[src/rtl/spectral_peak_note_and_beat_detector_assert.svh]
// Assertion macros shared by the detector modules.
// Each check is disabled while the synchronous reset is low.
`ifndef SPECTRAL_PEAK_NOTE_AND_BEAT_DETECTOR_ASSERT_SVH
`define SPECTRAL_PEAK_NOTE_AND_BEAT_DETECTOR_ASSERT_SVH

// Same-cycle implication.
`define SPNBD_ASSERT_IMP(name, clk, rst_n, ante, cons, msg) \
    name: assert property (@(posedge clk) disable iff (!(rst_n)) (ante) |-> (cons)) \
        else $error(msg);

// Next-cycle implication.
`define SPNBD_ASSERT_NXT(name, clk, rst_n, ante, cons, msg) \
    name: assert property (@(posedge clk) disable iff (!(rst_n)) (ante) |=> (cons)) \
        else $error(msg);

`endif

[src/rtl/spnbd_pkg.sv]
package spnbd_pkg;

    localparam int NUM_BINS      = 512;
    localparam int MAG_FRAC_BITS = 8;

    localparam int BIN_W   = 9;
    localparam int MAG_W   = 16;
    localparam int SUM_W   = 25;
    localparam int CHG_W   = SUM_W + 1;
    localparam int THR_W   = 24;
    localparam int TALLY_W = 16;
    localparam int NOTE_W  = 4;

    localparam int NUM_NOTES   = 12;
    localparam int NUM_OCTAVES = 3;

    localparam int QPTR_W      = 2;
    localparam int QUEUE_DEPTH = 1 << QPTR_W;
    localparam int QCNT_W      = QPTR_W + 1;

    localparam logic [BIN_W-1:0]   LAST_POS  = BIN_W'(NUM_BINS - 1);
    localparam logic [SUM_W-1:0]   SUM_MAX   = {SUM_W{1'b1}};
    localparam logic [TALLY_W-1:0] TALLY_MAX = {TALLY_W{1'b1}};
    localparam logic [THR_W-1:0]   THR_RESET = THR_W'(1 << MAG_FRAC_BITS);

    localparam logic CMD_BIN  = 1'b0;
    localparam logic CMD_TICK = 1'b1;

    localparam logic KIND_FRAME = 1'b0;
    localparam logic KIND_TICK  = 1'b1;

    localparam logic [BIN_W-1:0] NOTE_BINS [NUM_NOTES][NUM_OCTAVES] = '{
        '{9'd98,  9'd49, 9'd24}, '{9'd103, 9'd52, 9'd26}, '{9'd110, 9'd55, 9'd27},
        '{9'd116, 9'd58, 9'd29}, '{9'd123, 9'd61, 9'd31}, '{9'd131, 9'd65, 9'd32},
        '{9'd139, 9'd69, 9'd34}, '{9'd147, 9'd73, 9'd36}, '{9'd156, 9'd77, 9'd39},
        '{9'd165, 9'd82, 9'd41}, '{9'd175, 9'd87, 9'd43}, '{9'd186, 9'd92, 9'd46}
    };

    // Record handed from front to back: a closed frame or a tick.
    typedef struct packed {
        logic             kind;
        logic [BIN_W-1:0] peak_idx;
        logic [BIN_W-1:0] runner_idx;
        logic [SUM_W-1:0] energy;
    } t_frame_rec;

    typedef struct packed {
        logic              hit;
        logic [NOTE_W-1:0] note;
    } t_note_hit;

    function automatic t_note_hit note_lookup(input logic [BIN_W-1:0] bin);
        t_note_hit res;
        res.hit  = 1'b0;
        res.note = '0;
        for (int n = 0; n < NUM_NOTES; n++) begin
            for (int k = 0; k < NUM_OCTAVES; k++) begin
                if (bin == NOTE_BINS[n][k]) begin
                    res.hit  = 1'b1;
                    res.note = NOTE_W'(n);
                end
            end
        end
        return res;
    endfunction

endpackage

[src/rtl/spnbd_front.sv]
module spnbd_front (
    input  logic                           i_clk,
    input  logic                           i_rst_n,
    input  logic                           i_valid,
    input  logic                           i_cmd,
    input  logic [spnbd_pkg::MAG_W-1:0]    i_magnitude,
    input  logic                           i_last_bin,
    input  logic                           i_q_full,
    output logic                           o_stall,
    output logic                           o_push,
    output spnbd_pkg::t_frame_rec          o_rec
);
    import spnbd_pkg::*;

    logic [BIN_W-1:0] r_bin_pos,   n_bin_pos;
    logic [BIN_W-1:0] r_peak_idx,  n_peak_idx;
    logic [MAG_W-1:0] r_peak_val,  n_peak_val;
    logic             r_peak_vld,  n_peak_vld;
    logic [BIN_W-1:0] r_runner,    n_runner;
    logic [SUM_W-1:0] r_energy,    n_energy;

    logic             accept;
    logic             take;
    logic [BIN_W-1:0] upd_peak_idx;
    logic [BIN_W-1:0] upd_runner;
    logic [SUM_W:0]   sum_wide;
    logic [SUM_W-1:0] upd_energy;

    assign o_stall = i_q_full;
    assign accept  = i_valid && !i_q_full;

    // Ties go to the later bin.
    assign take         = !r_peak_vld || (i_magnitude >= r_peak_val);
    assign upd_peak_idx = take ? r_bin_pos  : r_peak_idx;
    assign upd_runner   = take ? r_peak_idx : r_runner;
    assign sum_wide     = {1'b0, r_energy} + (SUM_W + 1)'(i_magnitude);
    assign upd_energy   = sum_wide[SUM_W] ? SUM_MAX : sum_wide[SUM_W-1:0];

    always_comb begin
        n_bin_pos  = r_bin_pos;
        n_peak_idx = r_peak_idx;
        n_peak_val = r_peak_val;
        n_peak_vld = r_peak_vld;
        n_runner   = r_runner;
        n_energy   = r_energy;
        if (accept && (i_cmd == CMD_BIN)) begin
            if (i_last_bin) begin
                n_bin_pos  = '0;
                n_peak_idx = '0;
                n_peak_vld = 1'b0;
                n_runner   = '0;
                n_energy   = '0;
            end else begin
                n_bin_pos  = (r_bin_pos == LAST_POS) ? '0 : r_bin_pos + BIN_W'(1);
                n_peak_idx = upd_peak_idx;
                n_runner   = upd_runner;
                n_energy   = upd_energy;
                if (take) begin
                    n_peak_val = i_magnitude;
                    n_peak_vld = 1'b1;
                end
            end
        end
    end

    always_ff @(posedge i_clk) begin
        if (!i_rst_n) begin
            r_bin_pos  <= '0;
            r_peak_idx <= '0;
            r_peak_val <= '0;
            r_peak_vld <= 1'b0;
            r_runner   <= '0;
            r_energy   <= '0;
        end else begin
            r_bin_pos  <= n_bin_pos;
            r_peak_idx <= n_peak_idx;
            r_peak_val <= n_peak_val;
            r_peak_vld <= n_peak_vld;
            r_runner   <= n_runner;
            r_energy   <= n_energy;
        end
    end

    // Forward only items that produce a result.
    assign o_push = accept && ((i_cmd == CMD_TICK) || i_last_bin);

    always_comb begin
        o_rec.kind       = (i_cmd == CMD_TICK) ? KIND_TICK : KIND_FRAME;
        o_rec.peak_idx   = upd_peak_idx;
        o_rec.runner_idx = upd_runner;
        o_rec.energy     = upd_energy;
    end

endmodule

[src/rtl/spnbd_queue.sv]
`include "spectral_peak_note_and_beat_detector_assert.svh"

module spnbd_queue (
    input  logic                  i_clk,
    input  logic                  i_rst_n,
    input  logic                  i_push,
    input  spnbd_pkg::t_frame_rec i_rec,
    input  logic                  i_pop,
    output spnbd_pkg::t_frame_rec o_rec,
    output logic                  o_empty,
    output logic                  o_full
);
    import spnbd_pkg::*;

    t_frame_rec        r_mem [QUEUE_DEPTH];
    logic [QPTR_W-1:0] r_wr_ptr, n_wr_ptr;
    logic [QPTR_W-1:0] r_rd_ptr, n_rd_ptr;
    logic [QCNT_W-1:0] r_count,  n_count;

    assign o_empty = (r_count == '0);
    assign o_full  = (r_count == QCNT_W'(QUEUE_DEPTH));
    assign o_rec   = r_mem[r_rd_ptr];

    always_comb begin
        n_wr_ptr = i_push ? r_wr_ptr + QPTR_W'(1) : r_wr_ptr;
        n_rd_ptr = i_pop  ? r_rd_ptr + QPTR_W'(1) : r_rd_ptr;
        n_count  = r_count;
        if (i_push && !i_pop) begin
            n_count = r_count + QCNT_W'(1);
        end else if (!i_push && i_pop) begin
            n_count = r_count - QCNT_W'(1);
        end
    end

    always_ff @(posedge i_clk) begin
        if (i_push) begin
            r_mem[r_wr_ptr] <= i_rec;
        end
    end

    always_ff @(posedge i_clk) begin
        if (!i_rst_n) begin
            r_wr_ptr <= '0;
            r_rd_ptr <= '0;
            r_count  <= '0;
        end else begin
            r_wr_ptr <= n_wr_ptr;
            r_rd_ptr <= n_rd_ptr;
            r_count  <= n_count;
        end
    end

    `SPNBD_ASSERT_IMP(a_push_room, i_clk, i_rst_n, i_push, !o_full, "push into full queue")
    `SPNBD_ASSERT_IMP(a_pop_data, i_clk, i_rst_n, i_pop, !o_empty, "pop from empty queue")
    `SPNBD_ASSERT_NXT(a_count_up, i_clk, i_rst_n, i_push && !i_pop, r_count == $past(r_count) + QCNT_W'(1), "queue count did not advance")

endmodule

[src/rtl/spnbd_back.sv]
`include "spectral_peak_note_and_beat_detector_assert.svh"

module spnbd_back (
    input  logic                            i_clk,
    input  logic                            i_rst_n,
    input  logic                            i_cfg_we,
    input  logic [spnbd_pkg::THR_W-1:0]     i_cfg_data,
    input  spnbd_pkg::t_frame_rec           i_rec,
    input  logic                            i_q_empty,
    output logic                            o_pop,
    output logic                            o_valid,
    input  logic                            i_stall,
    output logic                            o_kind,
    output logic                            o_note_updated,
    output logic [spnbd_pkg::NOTE_W-1:0]    o_note,
    output logic                            o_note_seen,
    output logic [spnbd_pkg::BIN_W-1:0]     o_peak_bin,
    output logic [spnbd_pkg::TALLY_W-1:0]   o_beat_count
);
    import spnbd_pkg::*;

    logic [THR_W-1:0]        r_thr;
    logic [SUM_W-1:0]        r_prev_sum,   n_prev_sum;
    logic signed [CHG_W-1:0] r_prev_chg,   n_prev_chg;
    logic [TALLY_W-1:0]      r_tally,      n_tally;
    logic [NOTE_W-1:0]       r_held_note,  n_held_note;
    logic                    r_held_valid, n_held_valid;

    logic                    r_out_valid;
    logic                    r_out_kind;
    logic                    r_out_upd;
    logic [NOTE_W-1:0]       r_out_note;
    logic                    r_out_seen;
    logic [BIN_W-1:0]        r_out_peak;
    logic [TALLY_W-1:0]      r_out_beat;

    logic                    n_upd;
    logic signed [CHG_W-1:0] change;
    logic [CHG_W-1:0]        abs_chg;
    logic [CHG_W-1:0]        abs_prev;
    logic                    chg_pos, chg_neg, prev_pos, prev_neg;
    logic                    flip, swing_big;
    logic                    not_adjacent;
    logic [BIN_W:0]          pk_ext, rn_ext;
    t_note_hit               hit;

    // Take a record whenever the output register is free or being drained.
    assign o_pop = !i_q_empty && (!r_out_valid || !i_stall);

    assign change   = $signed({1'b0, i_rec.energy}) - $signed({1'b0, r_prev_sum});
    assign abs_chg  = change[CHG_W-1] ? CHG_W'(-change) : CHG_W'(change);
    assign abs_prev = r_prev_chg[CHG_W-1] ? CHG_W'(-r_prev_chg) : CHG_W'(r_prev_chg);
    assign chg_neg  = change[CHG_W-1];
    assign chg_pos  = !change[CHG_W-1] && (change != '0);
    assign prev_neg = r_prev_chg[CHG_W-1];
    assign prev_pos = !r_prev_chg[CHG_W-1] && (r_prev_chg != '0);
    assign flip     = (prev_neg && chg_pos) || (prev_pos && chg_neg);
    assign swing_big = (abs_prev > CHG_W'(r_thr)) && (abs_chg > CHG_W'(r_thr));

    // Neighbours compared without wrap at either edge.
    assign pk_ext       = {1'b0, i_rec.peak_idx};
    assign rn_ext       = {1'b0, i_rec.runner_idx};
    assign not_adjacent = (rn_ext != pk_ext) && (rn_ext != pk_ext + (BIN_W + 1)'(1))
                          && (rn_ext + (BIN_W + 1)'(1) != pk_ext);
    assign hit          = note_lookup(i_rec.peak_idx);

    always_comb begin
        n_prev_sum   = r_prev_sum;
        n_prev_chg   = r_prev_chg;
        n_tally      = r_tally;
        n_held_note  = r_held_note;
        n_held_valid = r_held_valid;
        n_upd        = 1'b0;
        if (o_pop) begin
            unique case (i_rec.kind)
                KIND_TICK: begin
                    n_tally = '0;
                end
                KIND_FRAME: begin
                    if (flip && swing_big && (r_tally != TALLY_MAX)) begin
                        n_tally = r_tally + TALLY_W'(1);
                    end
                    n_prev_chg = change;
                    n_prev_sum = i_rec.energy;
                    if (not_adjacent && hit.hit) begin
                        n_held_note  = hit.note;
                        n_held_valid = 1'b1;
                        n_upd        = 1'b1;
                    end
                end
                default: ;
            endcase
        end
    end

    always_ff @(posedge i_clk) begin
        if (!i_rst_n) begin
            r_thr        <= THR_RESET;
            r_prev_sum   <= '0;
            r_prev_chg   <= '0;
            r_tally      <= '0;
            r_held_note  <= '0;
            r_held_valid <= 1'b0;
            r_out_valid  <= 1'b0;
        end else begin
            if (i_cfg_we) begin
                r_thr <= i_cfg_data;
            end
            r_prev_sum   <= n_prev_sum;
            r_prev_chg   <= n_prev_chg;
            r_tally      <= n_tally;
            r_held_note  <= n_held_note;
            r_held_valid <= n_held_valid;
            if (o_pop) begin
                r_out_valid <= 1'b1;
            end else if (!i_stall) begin
                r_out_valid <= 1'b0;
            end
        end
    end

    // Output payload: load on pop, hold otherwise.
    always_ff @(posedge i_clk) begin
        if (o_pop) begin
            r_out_kind <= i_rec.kind;
            r_out_upd  <= n_upd;
            r_out_note <= n_held_note;
            r_out_seen <= n_held_valid;
            r_out_peak <= (i_rec.kind == KIND_FRAME) ? i_rec.peak_idx : '0;
            r_out_beat <= (i_rec.kind == KIND_TICK) ? r_tally : '0;
        end
    end

    assign o_valid        = r_out_valid;
    assign o_kind         = r_out_kind;
    assign o_note_updated = r_out_upd;
    assign o_note         = r_out_note;
    assign o_note_seen    = r_out_seen;
    assign o_peak_bin     = r_out_peak;
    assign o_beat_count   = r_out_beat;

    `SPNBD_ASSERT_IMP(a_tick_fields, i_clk, i_rst_n, o_valid && (o_kind == KIND_TICK), (o_peak_bin == '0) && !o_note_updated, "tick result carries frame fields")
    `SPNBD_ASSERT_IMP(a_frame_beat, i_clk, i_rst_n, o_valid && (o_kind == KIND_FRAME), o_beat_count == '0, "frame result carries a beat count")
    `SPNBD_ASSERT_NXT(a_seen_sticky, i_clk, i_rst_n, r_held_valid, r_held_valid, "note seen flag dropped")
    `SPNBD_ASSERT_IMP(a_upd_seen, i_clk, i_rst_n, o_valid && o_note_updated, o_note_seen, "note update without note seen")

endmodule

[src/rtl/spectral_peak_note_and_beat_detector.sv]
// Channel   Direction  Handshake             Payload
// input     in         i_valid / o_stall     i_cmd, i_magnitude, i_last_bin
// result    out        o_valid / i_stall     o_kind, o_note_updated, o_note, o_note_seen,
//                                            o_peak_bin, o_beat_count
// config    in         i_cfg_we              i_cfg_data (swing threshold)
//
// One item per cycle unless stalled: the front does the bin compare and saturating add in
// the cycle of transfer; a frame end or tick passes the queue, then the result register.
// Four-entry queue between front and back; back drains one record per cycle unless stalled.
// Synchronous active-low reset clears frame, beat and note state; threshold resets to 1.0.
// o_stall rises only when the queue is full; bins that end no frame still wait then.
module spectral_peak_note_and_beat_detector (
    input  logic                            i_clk,
    input  logic                            i_rst_n,
    input  logic                            i_valid,
    output logic                            o_stall,
    input  logic                            i_cmd,
    input  logic [spnbd_pkg::MAG_W-1:0]     i_magnitude,
    input  logic                            i_last_bin,
    output logic                            o_valid,
    input  logic                            i_stall,
    output logic                            o_kind,
    output logic                            o_note_updated,
    output logic [spnbd_pkg::NOTE_W-1:0]    o_note,
    output logic                            o_note_seen,
    output logic [spnbd_pkg::BIN_W-1:0]     o_peak_bin,
    output logic [spnbd_pkg::TALLY_W-1:0]   o_beat_count,
    input  logic                            i_cfg_we,
    input  logic [spnbd_pkg::THR_W-1:0]     i_cfg_data
);
    import spnbd_pkg::*;

    logic       q_push, q_pop, q_empty, q_full;
    t_frame_rec push_rec, head_rec;

    spnbd_front u_front (
        .i_clk       (i_clk),
        .i_rst_n     (i_rst_n),
        .i_valid     (i_valid),
        .i_cmd       (i_cmd),
        .i_magnitude (i_magnitude),
        .i_last_bin  (i_last_bin),
        .i_q_full    (q_full),
        .o_stall     (o_stall),
        .o_push      (q_push),
        .o_rec       (push_rec)
    );

    spnbd_queue u_queue (
        .i_clk   (i_clk),
        .i_rst_n (i_rst_n),
        .i_push  (q_push),
        .i_rec   (push_rec),
        .i_pop   (q_pop),
        .o_rec   (head_rec),
        .o_empty (q_empty),
        .o_full  (q_full)
    );

    spnbd_back u_back (
        .i_clk          (i_clk),
        .i_rst_n        (i_rst_n),
        .i_cfg_we       (i_cfg_we),
        .i_cfg_data     (i_cfg_data),
        .i_rec          (head_rec),
        .i_q_empty      (q_empty),
        .o_pop          (q_pop),
        .o_valid        (o_valid),
        .i_stall        (i_stall),
        .o_kind         (o_kind),
        .o_note_updated (o_note_updated),
        .o_note         (o_note),
        .o_note_seen    (o_note_seen),
        .o_peak_bin     (o_peak_bin),
        .o_beat_count   (o_beat_count)
    );

endmodule

[config.mk]
export PLATFORM = sky130hd
export DESIGN_NAME = spectral_peak_note_and_beat_detector
export DESIGN_NICKNAME = d
export VERILOG_FILES = /design/src/rtl/spnbd_pkg.sv /design/src/rtl/spnbd_front.sv /design/src/rtl/spnbd_queue.sv /design/src/rtl/spnbd_back.sv /design/src/rtl/spectral_peak_note_and_beat_detector.sv
export VERILOG_INCLUDE_DIRS = /design/src /design/src/rtl
export SDC_FILE = /design/constraint.sdc
export NUM_CORES = 1
export LEC_CHECK = 0
export BUFFER_PORTS_ARGS = -buffer_cell sky130_fd_sc_hd__buf_2
export CAP_MARGIN = 20
export CELL_PAD_IN_SITES_DETAIL_PLACEMENT = 0
export CELL_PAD_IN_SITES_GLOBAL_PLACEMENT = 1
export CORE_MARGIN = 10
export CORE_UTILIZATION = 45
export DETAILED_ROUTE_END_ITERATION = 8
export PLACE_DENSITY = 0.83
export SYNTH_ARGS = -nofsm -noshare
export SYNTH_HDL_FRONTEND = slang
export SYNTH_SLANG_ARGS = --single-unit
[constraint.sdc]
create_clock -name i_clk -period 17.7 [get_ports i_clk]
set_clock_uncertainty 0.15 [all_clocks]
set_input_delay 1.77 -clock i_clk [delete_from_list [all_inputs] [get_ports i_clk]]
set_output_delay 1.77 -clock i_clk [all_outputs]
set_load 0.01 [all_outputs]
==> flow_metrics.env <==
export IMPL_peakVddDrop_mv=0.08381
export IMPL_crit_arrival_ns=8.20
export IMPL_cts_made_buffers=42
export IMPL_vias_per_cell=5.579
export IMPL_syn_cell_area_um2=20850
export IMPL_route_detailed_drc=0
export IMPL_timing_hold_ws_ns=0.3035
export IMPL_grt_pass1_vias=14756
export IMPL_async_reset_ff_frac=0
export IMPL_core_um2=45580
export IMPL_layout_nets=2213
export IMPL_fmax_mhz=127.3
export IMPL_ys_types=92
export IMPL_dpl_cell_area_um2=21750
export IMPL_drive_gt1_frac=0.1367
export IMPL_ant_nets=0
export IMPL_die_y_um=235.3
export IMPL_routed_via_count=14936
export IMPL_dpl_hpwl_mm=32.14
export IMPL_pin_count=81
export IMPL_tns_ns=0
export IMPL_cts_setup_buffers=0
export IMPL_fin_area_um2=23230
export IMPL_synthFlopType="edfxtp_1"
export IMPL_power_switching_mw=1.783
export IMPL_grt_usage=0.1607
export IMPL_drt_iter0_drc=1004
export IMPL_synth_area_top_cells="edfxtp_1 (30%), dfxtp_1 (17%), ha_1 (7.2%)"
export IMPL_crit_required_ns=18.04
export IMPL_comb_power_share=0.525
export IMPL_hold_violations=0
export IMPL_grt_max_degree=83
export IMPL_cts_resized=0
export IMPL_slew_headroom=0.3010
export IMPL_clock_sinks=383
export IMPL_diodes=0
export IMPL_dieArea_um2=55340
export IMPL_cp_start_kind="flop"
export IMPL_yosysSeqAreaShare=0.4676
export IMPL_htreeDepth=2
export IMPL_avgSynthCellArea_um2=10.44
export IMPL_fp_row_count=78
export IMPL_end_kind="flop"
export IMPL_cpPeakStageDelay_ns=0.64
export IMPL_worstPathMaxFanout=41
export IMPL_grt_pass1_wl_mm=75.67
export IMPL_antenna_found_initial=0
export IMPL_cts_hold_fix_buffers=0
export IMPL_start_util=0.4575
export IMPL_overflow=0
export IMPL_clkTransAtPathRegs_ns=0.06
export IMPL_synth_edf_count=208
export IMPL_p_clk_frac=0.211
export IMPL_worstMarginPinSlew_ns=1.048
export IMPL_finalCritPeriodShare=0.4438
export IMPL_intPower_mw=2.552
export IMPL_syn_inst=1998
export IMPL_routedWlPerCell_um=17.10
export IMPL_syn_num_nets=2168
export IMPL_crit_type="reg -> reg"
export IMPL_cp_slowest_cell="buf_4"
export IMPL_clk_latency_ns=0.58
export IMPL_cts_path_max_buffers=3
export IMPL_finish_utilization=0.5098
export IMPL_synth_warnings=0
export IMPL_yosysTopAreaCellShare=0.2996
export IMPL_outcome="finished, final reports clean"
export IMPL_leakagePower_nw=8.852
export IMPL_routabilityCongestion=0.8667
export IMPL_routed_wl_mm=45.79
export IMPL_synth_seq_cells=383
export IMPL_setup_violations=0
export IMPL_detailedRoute_firstPassIterationCount=5
export IMPL_finalCriticalPeriod_ns=7.855
export IMPL_seqPwrFrac=0.264
export IMPL_p_sw_frac=0.4112
export IMPL_areaGrowthSynthToFinish_pct=11.43
export IMPL_cts_tree="yes"
export IMPL_pwr_density_cell_nw_per_um2=186.6
export IMPL_synth_area_leader_cell="edfxtp_1"
export IMPL_hold_class="reg -> reg"
export IMPL_maxCapViolCount=0
export IMPL_slew_violations=0
export IMPL_rsz0062_at_grt="no"
export IMPL_cts_root_buf="clkbuf_16"
export IMPL_chipWidth_um=235.3
export IMPL_portBuffers=80
through the flow:
| stage | worst slack (ns) | power, mW | std cells |
|---|---|---|---|
| finish | 9.845 | 4.335 | 2677 |
| global route | 9.143 | 4.692 | 2677 |
| CTS | 9.784 | 4.368 | 2675 |
| detailed placement | 9.811 | 3.435 | 2597 |
| global placement | 9.976 | 3.385 | 2596 |
| floorplan | 9.610 | 2.927 | 1998 |
kinds of logic after synthesis:
logic type,Yosys count,synth area share
xor+xnor,93,0.03943
compound gates,441,0.1454
buf+inv,198,0.03715
simple gates,652,0.1557
fa+ha+maj,123,0.07489
mux,108,0.07981
flops,383,0.4676
critical path: cells and delay by family, from the launching register on:
family	cells	cell delay (ns)
mux	1	0.62
buf+inv	1	0.64
simple gates	12	3.05
xor+xnor	2	0.55
compound gates	7	1.61
flops	1	0.41
fa+ha+maj	2	0.71
layer usage:
metal,share of wire,global-route usage,up-vias
li1,-,-,7436
met1,0.46,0.2062,7132
met2,0.47,0.2679,297
met3,0.050,0.02891,71
met4,0.025,0.05598,0
met5,0,0,-
cells in the final DEF (no fill, tap or decap), drive strengths merged, types with 15 or more instances in the layout:
| cell type | count |
|---|---|
| a211oi | 17 |
| a21o | 34 |
| a21oi | 129 |
| a22o | 37 |
| a31oi | 15 |
| and2 | 39 |
| and3 | 30 |
| buf | 98 |
| clkbuf | 55 |
| clkinv | 16 |
| dfxtp | 175 |
| edfxtp | 208 |
| ha | 120 |
| inv | 101 |
| mux2 | 26 |
| mux2i | 38 |
| mux4 | 44 |
| nand2 | 195 |
| nand2b | 22 |
| nand3 | 54 |
| nand4 | 20 |
| nor2 | 157 |
| nor2b | 23 |
| nor3 | 33 |
| o211ai | 18 |
| o21a | 20 |
| o21ai | 75 |
| xnor2 | 57 |
| xor2 | 36 |
cells in the mapped netlist, drive strengths merged (6+ instances only):
| library cell | instances |
|---|---|
| clkbuf | 70 |
| mux2i | 38 |
| xnor2 | 57 |
| nand2 | 195 |
| a211oi | 17 |
| nor2 | 157 |
| a32oi | 7 |
| o211ai | 18 |
| nor2b | 23 |
| nand3 | 54 |
| dfxtp | 175 |
| nor4 | 12 |
| a31oi | 15 |
| inv | 100 |
| and3 | 30 |
| o21ai | 75 |
| xor2 | 36 |
| nand2b | 22 |
| or4 | 13 |
| a22oi | 6 |
| mux4 | 44 |
| or2 | 13 |
| mux2 | 26 |
| o21a | 20 |
| or3 | 8 |
| o31ai | 13 |
| buf | 27 |
| nor3 | 33 |
| a21oi | 129 |
| and2 | 39 |
| a21o | 34 |
| o2111ai | 6 |
| ha | 120 |
| nand4 | 20 |
| nor3b | 10 |
| a22o | 37 |
| edfxtp | 208 |
worst paths after layout:
| check | from | slack, ns | end | cells past startpoint |
|---|---|---|---|---|
| setup reg to reg | flop | 9.85 | u_back.r_tally[6] | 25 |
| hold reg to reg | u_back.r_prev_sum[12] | 0.30 | u_back.r_prev_sum[12] | 2 |
| hold / removal | u_back.r_prev_sum[12] | 0.30 | u_back.r_prev_sum[12] | 2 |
| setup / recovery | flop | 9.85 | u_back.r_tally[6] | 25 |
final cells by class:
cell class	instances	area, µm²
clock buffers	55	1141
clock inverters	23	316.6
fillers	3966	22340
inverters	101	380.4
multi-input cells	1417	10350
flip-flops and latches	383	9752
well taps	600	750.7
repair buffers	98	543.0
flip-flops by register name (all words and copies together) (netlist names), 9 cells and up, named ones only:
| register | count |
|---|---|
| u_back.o_beat_count | 16 |
| u_back.o_peak_bin | 9 |
| u_back.r_prev_chg | 26 |
| u_back.r_prev_sum | 25 |
| u_back.r_tally | 16 |
| u_back.r_thr | 24 |
| u_front.r_bin_pos | 9 |
| u_front.r_energy | 25 |
| u_front.r_peak_idx | 9 |
| u_front.r_peak_val | 16 |
| u_front.r_runner | 9 |
| u_queue.r_mem | 176 |
power by group through the flow:
stage / Sequential (mW) / Combinational (mW) / Clock (mW)
2_1_floorplan: 1.17 / 1.76 / 0
3_3_place_gp: 1.16 / 2.23 / 0
3_5_place_dp: 1.16 / 2.27 / 0
4_1_cts: 1.15 / 2.29 / 0.936
5_1_grt: 1.16 / 2.56 / 0.971
6_report: 1.15 / 2.28 / 0.914
Note: power is estimated with default switching activity, not from simulation.
